==> config.mk <==
export PLATFORM = sky130hd
export DESIGN_NAME = quadrature_detent_decoder_accel_flat
export DESIGN_NICKNAME = d
export VERILOG_FILES = /design/src/hdl/qdd_pkg.sv /design/src/hdl/qdd_item_if.sv /design/src/hdl/qdd_detent_if.sv /design/src/hdl/qdd_cfg_if.sv /design/src/hdl/qdd_cfg_regs.sv /design/src/hdl/qdd_step.sv /design/src/hdl/quadrature_detent_decoder_accel.sv /design/src/flat_wrapper.sv
export SDC_FILE = /design/constraint.sdc
export NUM_CORES = 1
export LEC_CHECK = 0
export BUFFER_PORTS_ARGS = -buffer_cell sky130_fd_sc_hd__buf_2
export CAP_MARGIN = 25
export CORE_AREA = 10 10 111 113
export CTS_BUF_LIST = sky130_fd_sc_hd__clkbuf_4 sky130_fd_sc_hd__clkbuf_8
export CTS_CLUSTER_DIAMETER = 200
export DETAILED_ROUTE_END_ITERATION = 10
export DIE_AREA = 0 0 121 123
export HOLD_SLACK_MARGIN = 0.02
export MAX_ROUTING_LAYER = met4
export PLACE_DENSITY_LB_ADDON = 0.15
export SLEW_MARGIN = 20
export SYNTH_ARGS = -nofsm -noshare
export SYNTH_HDL_FRONTEND = slang
export SYNTH_SLANG_ARGS = --single-unit
==> constraint.sdc <==
create_clock -name clk -period 4.2 [get_ports clk]
set_input_delay 0.21 -clock clk [delete_from_list [all_inputs] [get_ports clk]]
set_output_delay 0.21 -clock clk [all_outputs]
set_load 0.1 [all_outputs]
==> src/hdl/qdd_pkg.sv <==
// qdd_pkg: shared types, reset constants and the quadrature lookup for the
// detent decoder. No dependencies.
`timescale 1ns / 1ps

package qdd_pkg;

  localparam int PAUSE_W  = 20;
  localparam int FAST_W   = 7;
  localparam int CHANGE_W = 8;
  localparam int CFG_W    = 20;

  localparam logic [PAUSE_W-1:0] PAUSE_RESET   = 20'd30000;
  localparam logic [FAST_W-1:0]  FAST_RESET    = 7'd5;
  localparam logic [1:0]         PREV_AB_RESET = 2'b11;

  typedef enum logic {
    REG_PAUSE_LENGTH = 1'b0,
    REG_FAST_STEP    = 1'b1
  } qdd_reg_t;

  typedef struct packed {
    logic [PAUSE_W-1:0] pause_length;
    logic [FAST_W-1:0]  fast_step;
  } qdd_cfg_t;

  typedef struct packed {
    logic                       fire;
    logic signed [CHANGE_W-1:0] change;
  } qdd_result_t;

  // transition index is {prev_a, prev_b, cur_a, cur_b}
  function automatic logic signed [1:0] quad_step(input logic [3:0] idx);
    logic signed [1:0] val;
    case (idx)
      4'd1, 4'd7, 4'd8, 4'd14: val = -2'sd1;
      4'd2, 4'd4, 4'd11, 4'd13: val = 2'sd1;
      default: val = 2'sd0;
    endcase
    return val;
  endfunction

endpackage

==> src/hdl/qdd_item_if.sv <==
// qdd_item_if: input channel of the detent decoder, pin sample or tick beat.
// Depends on nothing.
`timescale 1ns / 1ps

interface qdd_item_if;
  logic valid;
  logic ready;
  logic kind;
  logic pin_a;
  logic pin_b;

  modport source (output valid, output kind, output pin_a, output pin_b, input ready);
  modport sink   (input valid, input kind, input pin_a, input pin_b, output ready);
endinterface

==> src/hdl/qdd_detent_if.sv <==
// qdd_detent_if: result channel of the detent decoder, one signed change per beat.
// Depends on nothing.
`timescale 1ns / 1ps

interface qdd_detent_if;
  logic             valid;
  logic             ready;
  logic signed [7:0] change;

  modport source (output valid, output change, input ready);
  modport sink   (input valid, input change, output ready);
endinterface

==> src/hdl/qdd_cfg_if.sv <==
// qdd_cfg_if: register write channel, index and data per beat.
// Depends on nothing.
`timescale 1ns / 1ps

interface qdd_cfg_if;
  logic        valid;
  logic        ready;
  logic        index;
  logic [19:0] data;

  modport source (output valid, output index, output data, input ready);
  modport sink   (input valid, input index, input data, output ready);
endinterface

==> src/hdl/qdd_cfg_regs.sv <==
// qdd_cfg_regs: pause_length and fast_step registers behind the write channel.
// Depends on qdd_pkg and qdd_cfg_if.
`timescale 1ns / 1ps

module qdd_cfg_regs (
  input  logic             clk,
  input  logic             rst,
  qdd_cfg_if.sink          cfg,
  output qdd_pkg::qdd_cfg_t regs
);
  import qdd_pkg::*;

  assign cfg.ready = 1'b1;

  always_ff @(posedge clk) begin
    if (rst) begin
      regs.pause_length <= PAUSE_RESET;
      regs.fast_step    <= FAST_RESET;
    end else if (cfg.valid) begin
      case (qdd_reg_t'(cfg.index))
        REG_PAUSE_LENGTH: regs.pause_length <= cfg.data[PAUSE_W-1:0];
        REG_FAST_STEP:    regs.fast_step    <= cfg.data[FAST_W-1:0];
        default: ;
      endcase
    end
  end

endmodule

==> src/hdl/qdd_step.sv <==
// qdd_step: decoder state (last pin pair, step accumulator, elapsed counters)
// and the per-item update logic. Depends on qdd_pkg.
`timescale 1ns / 1ps

module qdd_step #(
  parameter int TIME_BITS = 20
) (
  input  logic                 clk,
  input  logic                 rst,
  input  logic                 take,
  input  logic                 kind,
  input  logic                 pin_a,
  input  logic                 pin_b,
  input  qdd_pkg::qdd_cfg_t    regs,
  output qdd_pkg::qdd_result_t res
);
  import qdd_pkg::*;

  localparam int CMP_W = (TIME_BITS > PAUSE_W) ? TIME_BITS : PAUSE_W;

  logic [1:0]             prev_ab;
  logic signed [3:0]      step_accum;
  logic [TIME_BITS-1:0]   since_up;
  logic [TIME_BITS-1:0]   since_down;

  logic [1:0]             cur_ab;
  logic signed [1:0]      quad;
  logic signed [3:0]      accum_sum;
  logic                   hit_up;
  logic                   hit_down;
  logic                   fast_up;
  logic                   fast_down;
  logic [FAST_W-1:0]      mag;
  logic [TIME_BITS-1:0]   up_inc;
  logic [TIME_BITS-1:0]   down_inc;

  assign cur_ab    = {pin_a, pin_b};
  assign quad      = quad_step({prev_ab, cur_ab});
  assign accum_sum = step_accum + {{2{quad[1]}}, quad};
  assign hit_up    = !kind && (accum_sum > 4'sd3);
  assign hit_down  = !kind && (accum_sum < -4'sd3);

  assign fast_up   = CMP_W'(since_up) < CMP_W'(regs.pause_length);
  assign fast_down = CMP_W'(since_down) < CMP_W'(regs.pause_length);

  always_comb begin
    mag = FAST_W'(1);
    if ((hit_up && fast_up) || (hit_down && fast_down)) begin
      mag = regs.fast_step;
    end
    res.fire   = hit_up || hit_down;
    res.change = hit_up ? $signed({1'b0, mag}) : -$signed({1'b0, mag});
  end

  // saturating elapsed counters
  assign up_inc   = (since_up == '1) ? since_up : since_up + TIME_BITS'(1);
  assign down_inc = (since_down == '1) ? since_down : since_down + TIME_BITS'(1);

  always_ff @(posedge clk) begin
    if (rst) begin
      prev_ab    <= PREV_AB_RESET;
      step_accum <= 4'sd0;
      since_up   <= '0;
      since_down <= '0;
    end else if (take) begin
      if (kind) begin
        since_up   <= up_inc;
        since_down <= down_inc;
      end else begin
        prev_ab <= cur_ab;
        if (hit_up) begin
          step_accum <= 4'sd0;
          since_up   <= '0;
        end else if (hit_down) begin
          step_accum <= 4'sd0;
          since_down <= '0;
        end else begin
          step_accum <= accum_sum;
        end
      end
    end
  end

endmodule

==> src/hdl/quadrature_detent_decoder_accel.sv <==
// quadrature_detent_decoder_accel: top level, input register, step logic and
// result register. Depends on qdd_pkg, the qdd_*_if interfaces, qdd_cfg_regs, qdd_step.
//
//   channel  dir  beat payload          accepted when
//   item     in   kind, pin_a, pin_b    item.valid && item.ready
//   detent   out  change (signed 8)     detent.valid && detent.ready
//   cfg      in   index, data           cfg.valid && cfg.ready (always ready)
//
// one item per cycle sustained unless a held result stalls it (see below); an item
// beat is caught in the input register, its result in the result register (step logic)
// rst is synchronous: pin pair reads both high, accumulator and counters clear
// a held result stalls only items that produce a result; ticks and quiet samples
// keep flowing through while detent.ready is low
`timescale 1ns / 1ps

module quadrature_detent_decoder_accel #(
  parameter int TIME_BITS = 20
) (
  input  logic        clk,
  input  logic        rst,
  qdd_item_if.sink    item,
  qdd_detent_if.source detent,
  qdd_cfg_if.sink     cfg
);
  import qdd_pkg::*;

  qdd_cfg_t    regs;
  qdd_result_t res;

  logic s1_valid;
  logic s1_kind;
  logic s1_pin_a;
  logic s1_pin_b;
  logic take;
  logic out_valid;
  logic signed [CHANGE_W-1:0] out_change;

  qdd_cfg_regs u_cfg (
    .clk  (clk),
    .rst  (rst),
    .cfg  (cfg),
    .regs (regs)
  );

  qdd_step #(
    .TIME_BITS (TIME_BITS)
  ) u_step (
    .clk   (clk),
    .rst   (rst),
    .take  (take),
    .kind  (s1_kind),
    .pin_a (s1_pin_a),
    .pin_b (s1_pin_b),
    .regs  (regs),
    .res   (res)
  );

  assign take       = s1_valid && (!out_valid || detent.ready || !res.fire);
  assign item.ready = !s1_valid || take;

  always_ff @(posedge clk) begin
    if (rst) begin
      s1_valid <= 1'b0;
    end else if (item.valid && item.ready) begin
      s1_valid <= 1'b1;
    end else if (take) begin
      s1_valid <= 1'b0;
    end
  end

  always_ff @(posedge clk) begin
    if (item.valid && item.ready) begin
      s1_kind  <= item.kind;
      s1_pin_a <= item.pin_a;
      s1_pin_b <= item.pin_b;
    end
  end

  always_ff @(posedge clk) begin
    if (rst) begin
      out_valid <= 1'b0;
    end else if (take && res.fire) begin
      out_valid <= 1'b1;
    end else if (detent.ready) begin
      out_valid <= 1'b0;
    end
  end

  always_ff @(posedge clk) begin
    if (take && res.fire) begin
      out_change <= res.change;
    end
  end

  assign detent.valid  = out_valid;
  assign detent.change = out_change;

endmodule

==> src/flat_wrapper.sv <==
// flat-port wrapper written by rule: the top's interface ports become plain ports
module quadrature_detent_decoder_accel_flat import qdd_pkg::*;
#(
  parameter int TIME_BITS = 20
)
  (clk, rst, item_valid, item_kind, item_pin_a, item_pin_b, item_ready, detent_valid, detent_change, detent_ready, cfg_valid, cfg_index, cfg_data, cfg_ready);
  qdd_item_if item_i ();
  qdd_detent_if detent_i ();
  qdd_cfg_if cfg_i ();
  input  logic clk;
  input  logic rst;
  input wire logic [$bits(item_i.valid)-1:0] item_valid;
  input wire logic [$bits(item_i.kind)-1:0] item_kind;
  input wire logic [$bits(item_i.pin_a)-1:0] item_pin_a;
  input wire logic [$bits(item_i.pin_b)-1:0] item_pin_b;
  output wire logic [$bits(item_i.ready)-1:0] item_ready;
  output wire logic [$bits(detent_i.valid)-1:0] detent_valid;
  output wire logic [$bits(detent_i.change)-1:0] detent_change;
  input wire logic [$bits(detent_i.ready)-1:0] detent_ready;
  input wire logic [$bits(cfg_i.valid)-1:0] cfg_valid;
  input wire logic [$bits(cfg_i.index)-1:0] cfg_index;
  input wire logic [$bits(cfg_i.data)-1:0] cfg_data;
  output wire logic [$bits(cfg_i.ready)-1:0] cfg_ready;
  assign item_i.valid = item_valid;
  assign item_i.kind = item_kind;
  assign item_i.pin_a = item_pin_a;
  assign item_i.pin_b = item_pin_b;
  assign item_ready = item_i.ready;
  assign detent_valid = detent_i.valid;
  assign detent_change = detent_i.change;
  assign detent_i.ready = detent_ready;
  assign cfg_i.valid = cfg_valid;
  assign cfg_i.index = cfg_index;
  assign cfg_i.data = cfg_data;
  assign cfg_ready = cfg_i.ready;
  quadrature_detent_decoder_accel #(.TIME_BITS(TIME_BITS)) u_core (.clk(clk), .rst(rst), .item(item_i), .detent(detent_i), .cfg(cfg_i));
endmodule
==> results of run 1 <==
## stage by stage
| stage | setup slack, ps | power (mW) |
|---|---|---|
| CTS | -3.30 | 1.74 |
| global route | -201 | 1.82 |
| global placement | 90.7 | 1.09 |
| detailed placement | -44.4 | 1.10 |
| floorplan | 1.40 | 1.03 |
| finish | 4.33 | 1.74 |
## report_power, final
group | leakage [nW] | internal (mW) | switching, mW
Clock | 0.103 | 0.331 | 0.310
Combinational | 1.43 | 0.0900 | 0.142
Sequential | 0.704 | 0.854 | 0.0167
Total | 2.23 | 1.27 | 0.469
## worst max-delay path: stages, from the launching register on
cell      delay, ps
edfxtp_1        430
inv_2           120
ha_4            220
xnor2_2         180
xnor2_1         140
ha_2            220
fa_2            460
nor2_2          100
nor2_2           60
nor2_2          110
nand4_1         190
a21oi_4         200
nor2_2           60
nor2_2          100
ha_2            180
inv_1            50
or3_4           320
or3_4           340
a211o_1         290
a21oi_2         110
a311oi_1         50
## what timing repair did
action                                 in CTS  in global routing
resized for setup                           5                 16
pin swaps                                   3                 13
hold buffers                                3                  0
setup buffers                               3                  3
endpoints found under the hold margin       3                  0
setup endpoints to repair                   1                  6
## state kept, by name, summed over array words and instances, names as in the netlist
signal / flops
u_core.u_cfg.regs: 27
u_core.u_step.since_down: 20
u_core.u_step.since_up: 20
u_core.detent.change: 8
u_core.u_step.step_accum: 4
u_core.u_step.prev_ab: 2
u_core.detent.valid: 1
u_core.s1_kind: 1
u_core.s1_pin_a: 1
u_core.s1_pin_b: 1
u_core.s1_valid: 1
## cells by family after synthesis
group / after synthesis / share of synthesized area
xor gates and xnor gates: 8 / 0.0172
buffers and inverters: 55 / 0.0436
muxes: 4 / 0.0109
and+or+nand+nor: 219 / 0.224
adders and majority gates: 49 / 0.126
AOI/OAI and AO/OA: 167 / 0.206
other: 1 / 0.000760
DFF: 86 / 0.371
## Yosys cell counts, drive strengths merged, types with 4 or more instances
library cell and n:
dfxtp 75, nand2 75, a21oi 73, ha 48, o21ai 34, inv 31
nor2 30, nand3 25, nand4 18, or3 18, clkbuf 16, o31ai 14
or4 14, edfxtp 11, nor3 11, o211ai 10, buf 8, and3 7
and4 7, o21a 7, xnor2 6, a21o 5, nand2b 5, a211oi 4
a311oi 4
## per-layer routing
metal	part of all wire	track usage	up-vias	wire length (um)
li1	-	-	2273	-
met1	0.47	0.226	2106	5860
met2	0.46	0.259	92	5640
met3	0.045	0.0255	21	550
met4	0.023	0.0754	0	289
met5	0	-	-	0
## path summary, 6_finish.rpt
check	start	to	slack, ps	depth (start not counted)
max	u_core.s1_pin_b$_DFFE_PP_	u_core.detent.change[6]$_DFFE_PP_	4	20
min	cfg_data[17]	u_core.u_cfg.regs[24]$_SDFFE_PP0P_	70	3
max reg2reg	u_core.s1_pin_b$_DFFE_PP_	u_core.detent.change[6]$_DFFE_PP_	4	20
min reg2reg	u_core.u_cfg.regs[22]$_SDFFE_PP0P_	u_core.u_cfg.regs[22]$_SDFFE_PP0P_	460	2
## final cells by class
class	count	area [sq um]
clock inverters	7	88.8
repair buffers	64	397
multi-input cells	448	3010
inverters	31	116
fillers	926	4400
flip-flops and latches	86	1830
clock buffers	9	124
well taps	136	170
==> results.toml, run 1 <==
[status]
outcome = "complete, no violations"

[sta]
tns_ps = 0
hold_slack_ps = 68.2
setup_viol = 0
fin_crit_sh = 0.999
clock.fmax_ghz = 0.238
skew_ps = 8.60
tightest_slew_ps = 696
hold_viol = 0
rsz0062_at_grt = "true"
period_needed_ps = 4200
slew-limit-headroom = 0.533
report.final.slew_viol_count = 0

[finish]
final_cell_mix = "nand2_1 (75), dfxtp_1 (75), a21oi_1 (70), ha_1 (44), buf_2 (38)"
diodes = 0
fin_area_sq_um = 5730
drive_gt1_frac = 0.171
layoutNonFillerInstCount = 781
fin_util = 0.566
final_net_count = 718
syn_to_final_growth_pct = 16.2

[drt]
ant_nets = 0
avgRoutedWirePerCell_um = 15.8
drt-pass1-iter-count = 4
dr_total_vias = 4492
routed_wl_um = 12300
avgViaCountPerCell = 5.75
drtIter0Drc = 278
drc = 0

[run]
drv_cap = 0

[grt]
grtUsageTotal = 0.172
grt_pass1_vias = 4113
grt_overflow = 0
grt_pass1_wl_um = 20300
grt_antenna_before_repair = 0
grt_max_degree = 36

[clock_tree]
htreeDepth = 3
clk_path_buf_depth = 2
worstSkewPairLatency_ps = 370
cts_sinks = 86
cts_tree = "done"
cts-root-buf = "clkbuf_8"
path_clk_slew_ps = 90
cts_inserted_buffers = 9

[critical_path]
critPathMaxFanout = 4
worst_ep_required_time_ps = 4310
criticalPathCategory = "register to register"
cp.arrival_ps = 4300
end_kind = "register"
critical_path.startpoint_type = "register"

[worst_hold_path]
hold_path.class = "primary input to register"

[synth]
syn-cell-area_sq_um = 4930
synth_nets = 667
ys_seq_area_frac = 0.371
yosysTopAreaCell = "dfxtp_1"
yosysUniqueCellTypes = 53
syn_area_per_cell_sq_um = 8.38
synth-seq-cells = 86
synthCells = 589
ys_async_sr_fraction = 0
ys.flop_type = "dfxtp_1"
synth_top_area_share = 0.304
ys_warn_count = 0
synth_area_leaders = "dfxtp_1 (30%), ha_1 (12%), a21oi_1 (7.4%)"
synth_edf_count = 11

[placement]
place.gp.congestion = 0.867
placed_area_sq_um = 5360
dpl.cell_count = 755
dp.final_hpwl_um = 9380
io_buffer_count = 38

[floorplan]
rows = 37
die-width_um = 121
io_pins = 40
fp.dieArea_sq_um = 14900
core-area_sq_um = 10100
initial_core_util = 0.487
chipHeight_um = 123

[power]
power.density_nw_per_um2 = 304
peakVddDrop_mv = 0.167
p_leak_nw = 2.23
(Power assumes the default switching activity.)
==> inputs of run 2 (changes only) <==
--- a/config.mk
+++ b/config.mk
@@ -5,13 +5,17 @@
 export SDC_FILE = /design/constraint.sdc
 export NUM_CORES = 1
 export LEC_CHECK = 0
+export ABC_AREA = 1
 export BUFFER_PORTS_ARGS = -buffer_cell sky130_fd_sc_hd__buf_2
 export CAP_MARGIN = 25
-export CORE_AREA = 10 10 111 113
+export CELL_PAD_IN_SITES_DETAIL_PLACEMENT = 1
+export CELL_PAD_IN_SITES_GLOBAL_PLACEMENT = 1
+export CORE_AREA = 10 10 128 130
 export CTS_BUF_LIST = sky130_fd_sc_hd__clkbuf_4 sky130_fd_sc_hd__clkbuf_8
 export CTS_CLUSTER_DIAMETER = 200
 export DETAILED_ROUTE_END_ITERATION = 10
-export DIE_AREA = 0 0 121 123
+export DIE_AREA = 0 0 138 140
+export GPL_ROUTABILITY_DRIVEN = 1
 export HOLD_SLACK_MARGIN = 0.02
 export MAX_ROUTING_LAYER = met4
 export PLACE_DENSITY_LB_ADDON = 0.15
==> run 2 against run 1 <==
  * First-iteration DRC count unchanged
  * Power is 3.1% higher
  * Clock power is essentially flat
  * Die area up 30%
  * Largest power group unchanged
==> results.toml, run 2 <==
[synth]
synthMostInstantiatedCell = "nand2_1"
synth_top_area_share = 0.263
synth_nets = 873
ys_warn_count = 0
synthCells = 795
syn-cell-area_sq_um = 5700
synth_edf_count = 11
ys_seq_area_frac = 0.321
synth_area_leaders = "dfxtp_1 (26%), nand2_1 (12%), ha_1 (11%)"
ys_async_sr_fraction = 0
yosysTopAreaCell = "dfxtp_1"
synth-seq-cells = 86
ys_top_cells_by_count = "nand2_1 (182), nor2_1 (92), dfxtp_1 (75), inv_1 (74), a21oi_1 (71)"
yosysUniqueCellTypes = 40
syn_area_per_cell_sq_um = 7.17
ys.flop_type = "dfxtp_1"

[drt]
drc = 0
routed_wl_um = 17400
drtIter0Drc = 278
avgViaCountPerCell = 5.34
drt-pass1-iter-count = 4
avgRoutedWirePerCell_um = 17.4
ant_nets = 0
dr_total_vias = 5360

[placement]
io_buffer_count = 38
dpl.cell_count = 984
place.gp.congestion = 0.876
dp.final_hpwl_um = 13300
dp_slack_ps = 572
placed_area_sq_um = 5940

[sta]
fin_crit_sh = 0.897
skew_ps = 10.8
tightest_slew_ps = 969
setup_ws_ps = 431
slew-limit-headroom = 0.353
tns_ps = 0
period_needed_ps = 3770
report.final.slew_viol_count = 0
hold_viol = 0
rsz0062_at_grt = "false"
clock.fmax_ghz = 0.265
setup_viol = 0

[critical_path]
criticalPathCategory = "register to primary output"
cp.arrival_ps = 3560
r2r_cells = 18
r2r-end = "u_core.detent.change[2]$_DFFE_PP_"
critPathMaxFanout = 11
worst_ep_required_time_ps = 3990
critical_path.startpoint_type = "register"
ff2ff_setup_slack_ps = 540
r2r_start = "u_core.s1_pin_b$_DFFE_PP_"
end_kind = "primary output"

[grt]
grt_antenna_before_repair = 0
grt_max_degree = 45
grtUsageTotal = 0.184
grt_pass1_wl_um = 28600
grt_overflow = 0
grt_pass1_vias = 5456

[floorplan]
chipHeight_um = 140
fp.dieArea_sq_um = 19300
core-area_sq_um = 13800
initial_core_util = 0.414
io_pins = 40
rows = 43
die-width_um = 138

[worst_hold_path]
hold_path.class = "primary input to register"
min_path_cells = 3
min-delay-start = "cfg_data[10]"
hold-path-endpoint = "u_core.u_cfg.regs[17]$_SDFFE_PP1P_"

[finish]
largest_reg_flops = 27
final_cell_mix = "nand2_1 (182), nor2_1 (92), dfxtp_1 (75), inv_1 (74), a21oi_1 (71)"
diodes = 0
layoutNonFillerInstCount = 1003
multi_input_area_sq_um = 3370
ff_latch_area_sq_um = 1830
syn_to_final_growth_pct = 8.52
drive_gt1_frac = 0.102
fin_area_sq_um = 6180
largest_register = "u_core.u_cfg.regs"
final_net_count = 896
final_common_cell = "nand2_1"
reg_top3 = "u_core.u_cfg.regs x27, u_core.u_step.since_down x20, u_core.u_step.since_up x20"
n_fill_cell = 1801

[power]
p_leak_nw = 2.57
power.density_nw_per_um2 = 291
total_power_mw = 1.80
peakVddDrop_mv = 0.154

[clock_tree]
cts_sinks = 86
htreeDepth = 3
worstSkewPairLatency_ps = 380
ctsResizeCount = 0
cts-root-buf = "clkbuf_8"
cts_tree = "done"
clk_path_buf_depth = 2
cts_inserted_buffers = 9
path_clk_slew_ps = 90

[status]
outcome = "complete, no violations"

[run]
drv_cap = 0
run 2: worst max path at each step:
stage                                         start                                end  slack [ps]  cells after the start
after floorplan           u_core.s1_pin_b$_DFFE_PP_           u_core.s1_kind$_DFFE_PP_         500                     16
after global placement    u_core.s1_pin_b$_DFFE_PP_  u_core.detent.change[2]$_DFFE_PP_         700                     18
after detailed placement  u_core.s1_pin_b$_DFFE_PP_  u_core.detent.change[2]$_DFFE_PP_         570                     18
after CTS                 u_core.s1_pin_b$_DFFE_PP_                         item_ready         370                     14
after global routing      u_core.s1_pin_b$_DFFE_PP_                         item_ready         150                     14
final                     u_core.s1_pin_b$_DFFE_PP_                         item_ready         430                     14
run 2: final cells by class:
type,count,area share
Inverter,80,0.0486
Clock buffer,11,0.0235
Sequential cell,86,0.296
Clock inverter,5,0.0107
Tap cell,180,0.0364
Multi-Input combinational cell,597,0.545
Timing Repair Buffer,44,0.0392
run 2: cell families (layout without fill, tap and decap cells):
| logic type | count (synthesis) | in the layout | synth area share |
|---|---|---|---|
| AO/OA/AOI/OAI | 118 | 118 | 0.112 |
| XOR/XNOR | 36 | 36 | 0.0553 |
| AND/OR/NAND/NOR | 393 | 393 | 0.315 |
| buffers and inverters | 112 | 140 | 0.0867 |
| flip-flops | 86 | 86 | 0.321 |
| adder cells (fa/ha/maj) | 49 | 49 | 0.109 |
| other | 1 | 1 | 0.000658 |
run 2: metal layers:
layer	GRT usage	share of wire	vias up
met2	0.322	0.51	80
li1	-	-	2676
met1	0.208	0.44	2580
met3	0.0264	0.037	24
met4	0.0699	0.023	0
met5	-	0	-
run 2: power by group:
group          internal, mW  switching [mW]  total (mW)
logic                0.0781           0.197       0.275
clock network         0.305           0.333       0.639
registers             0.863          0.0220       0.885
run 2: worst max-delay path, stage by stage (launching register included):
cell	delay (ps)
edfxtp_1	430
inv_1	130
ha_1	250
xnor2_1	170
xor2_1	160
inv_1	60
ha_1	200
fa_1	390
xor2_1	240
nand2_1	130
nor2_4	170
inv_2	140
nand2_2	150
nand3_1	160
buf_2	390
run 2: timing repair:
action | in CTS | in global routing
hold buffers | 3 | 0
endpoints found under the hold margin | 3 | 0
buffers inserted | 0 | 0
run 2: through the flow:
| step | hold WS [ps] | util |
|---|---|---|
| 2_1_floorplan | 309 | - |
| 3_3_place_gp | 409 | 0.432 |
| 3_5_place_dp | 413 | 0.432 |
| 4_1_cts | 51.7 | 0.449 |
| 5_1_grt | 61.8 | 0.449 |
| 6_report | 67.8 | 0.449 |
==> inputs of run 3 (changes only) <==
--- a/config.mk
+++ b/config.mk
@@ -10,11 +10,11 @@
 export CAP_MARGIN = 25
 export CELL_PAD_IN_SITES_DETAIL_PLACEMENT = 1
 export CELL_PAD_IN_SITES_GLOBAL_PLACEMENT = 1
-export CORE_AREA = 10 10 128 130
+export CORE_AREA = 10 10 107 156
 export CTS_BUF_LIST = sky130_fd_sc_hd__clkbuf_4 sky130_fd_sc_hd__clkbuf_8
 export CTS_CLUSTER_DIAMETER = 200
 export DETAILED_ROUTE_END_ITERATION = 10
-export DIE_AREA = 0 0 138 140
+export DIE_AREA = 0 0 117 166
 export GPL_ROUTABILITY_DRIVEN = 1
 export HOLD_SLACK_MARGIN = 0.02
 export MAX_ROUTING_LAYER = met4
==> run 3 against run 2 <==
  * Sequential share of layout area increased by 0.054 points
  * Fmax increased by 0.53%
  * Register-to-register slack improved by 20 ps
  * Combinational power increased by 4%
  * Count of clock-buffer cells in the layout decreased by 2
  * Clock skew increased by 2.7 ps
  * First-iteration DRC count decreased by 37%
  * Non-clock buffer count increased by 2
==> results.toml, run 3 (same netlist as run 2, synthesis figures left out) <==
[status]
outcome = "complete, no violations"

[floorplan]
chipHeight_um = 166
initial_core_util = 0.409
fp.dieArea_sq_um = 19400
die-width_um = 117
core-area_sq_um = 13900
rows = 53
io_pins = 40

[clock_tree]
htreeDepth = 3
path_clk_slew_ps = 100
ctsResizeCount = 0
cts_inserted_buffers = 9
cts_sinks = 86
cts-root-buf = "clkbuf_8"
worstSkewPairLatency_ps = 390
cts_tree = "done"
clk_path_buf_depth = 2

[placement]
io_buffer_count = 38
dp.final_hpwl_um = 14300
place.gp.congestion = 0.920
dpl.cell_count = 970

[finish]
final_cell_mix = "nand2_1 (182), nor2_1 (92), dfxtp_1 (75), inv_1 (74), a21oi_1 (71)"
final_net_count = 898
fin_util = 0.443
drive_gt1_frac = 0.102
multi_input_area_sq_um = 3370
final_common_cell = "nand2_1"
ff_latch_area_sq_um = 1830
largest_reg_flops = 27
reg_top3 = "u_core.u_cfg.regs x27, u_core.u_step.since_down x20, u_core.u_step.since_up x20"
n_fill_cell = 1799
diodes = 0
syn_to_final_growth_pct = 8.32
largest_register = "u_core.u_cfg.regs"
layoutNonFillerInstCount = 990

[grt]
grt_pass1_vias = 5781
grt_pass1_wl_um = 29800
grt_max_degree = 45
grt_overflow = 0
grt_antenna_before_repair = 0
grtUsageTotal = 0.200

[drt]
ant_nets = 0
drt-pass1-iter-count = 4
drc = 0
avgViaCountPerCell = 5.47
routed_wl_um = 18500
drtIter0Drc = 175
avgRoutedWirePerCell_um = 18.7
dr_total_vias = 5412

[sta]
period_needed_ps = 3750
setup_viol = 0
fin_crit_sh = 0.893
hold_viol = 0
slew-limit-headroom = 0.364
clock.fmax_ghz = 0.267
report.final.slew_viol_count = 0
tightest_slew_ps = 951
skew_ps = 13.5
rsz0062_at_grt = "false"
tns_ps = 0

[power]
p_leak_nw = 2.58
total_power_mw = 1.78
power.density_nw_per_um2 = 289
peakVddDrop_mv = 0.123

[critical_path]
critPathMaxFanout = 11
worst_ep_required_time_ps = 3990
criticalPathCategory = "register to primary output"
cp.arrival_ps = 3540
end_kind = "primary output"
critical_path.startpoint_type = "register"

[run]
drv_cap = 0

[worst_hold_path]
hold_path.class = "primary input to register"
## run 3: timing repair
action | in CTS | in global routing
hold endpoints to repair | 3 | 0
hold buffers | 3 | 0
buffers inserted | 0 | 0
## run 3: worst paths after layout
kind | startpoint | to | slack (ps) | depth (start not counted)
min reg2reg | u_core.u_step.step_accum[2]$_SDFFE_PP0P_ | u_core.u_step.step_accum[2]$_SDFFE_PP0P_ | 480 | 2
min | cfg_data[10] | u_core.u_cfg.regs[17]$_SDFFE_PP1P_ | 40 | 3
max reg2reg | u_core.s1_pin_b$_DFFE_PP_ | u_core.detent.change[2]$_DFFE_PP_ | 560 | 16
max | u_core.s1_pin_b$_DFFE_PP_ | item_ready | 450 | 14
## run 3: metal layers
metal / vias up / wire length (um) / global-route usage / part of all wire
met4: 0 / 835 / 0.0976 / 0.045
li1: 2682 / - / - / -
met3: 47 / 481 / 0.0296 / 0.026
met5: - / 0 / - / 0
met2: 83 / 10200 / 0.361 / 0.55
met1: 2600 / 6960 / 0.201 / 0.38
## run 3: final cells by class
| type | count | area share |
|---|---|---|
| sequential | 86 | 0.297 |
| multi-input combinational | 597 | 0.546 |
| clock buffer | 9 | 0.0201 |
| inverter | 80 | 0.0486 |
| timing repair buffer | 46 | 0.0430 |
| tap | 165 | 0.0334 |
| clock inverter | 7 | 0.0118 |
## run 3: where the power goes
| group | total (mW) | internal, mW | switching [mW] |
|---|---|---|---|
| logic | 0.285 | 0.0807 | 0.204 |
| registers | 0.882 | 0.863 | 0.0198 |
| clock network | 0.615 | 0.276 | 0.338 |
| total | 1.78 | 1.22 | 0.562 |
## run 3: critical path: stages, from the launching register on
cell and delay, ps:
edfxtp_1 440, inv_1 130, ha_1 250, xnor2_1 170
xor2_1 170, inv_1 60, ha_1 210, fa_1 390
xor2_1 250, nand2_1 130, nor2_4 190, inv_2 150
nand2_2 150, nand3_1 120, buf_2 340
## run 3: stage by stage
stage                     hold slack [ps]  setup slack, ps  area [sq um]
final                                44.4              451          6170
after global routing                 51.0              201          6170
after CTS                            33.5              385          6160
after detailed placement              389              567          5930
after global placement                392              684          5930
after floorplan                       309              497          5700
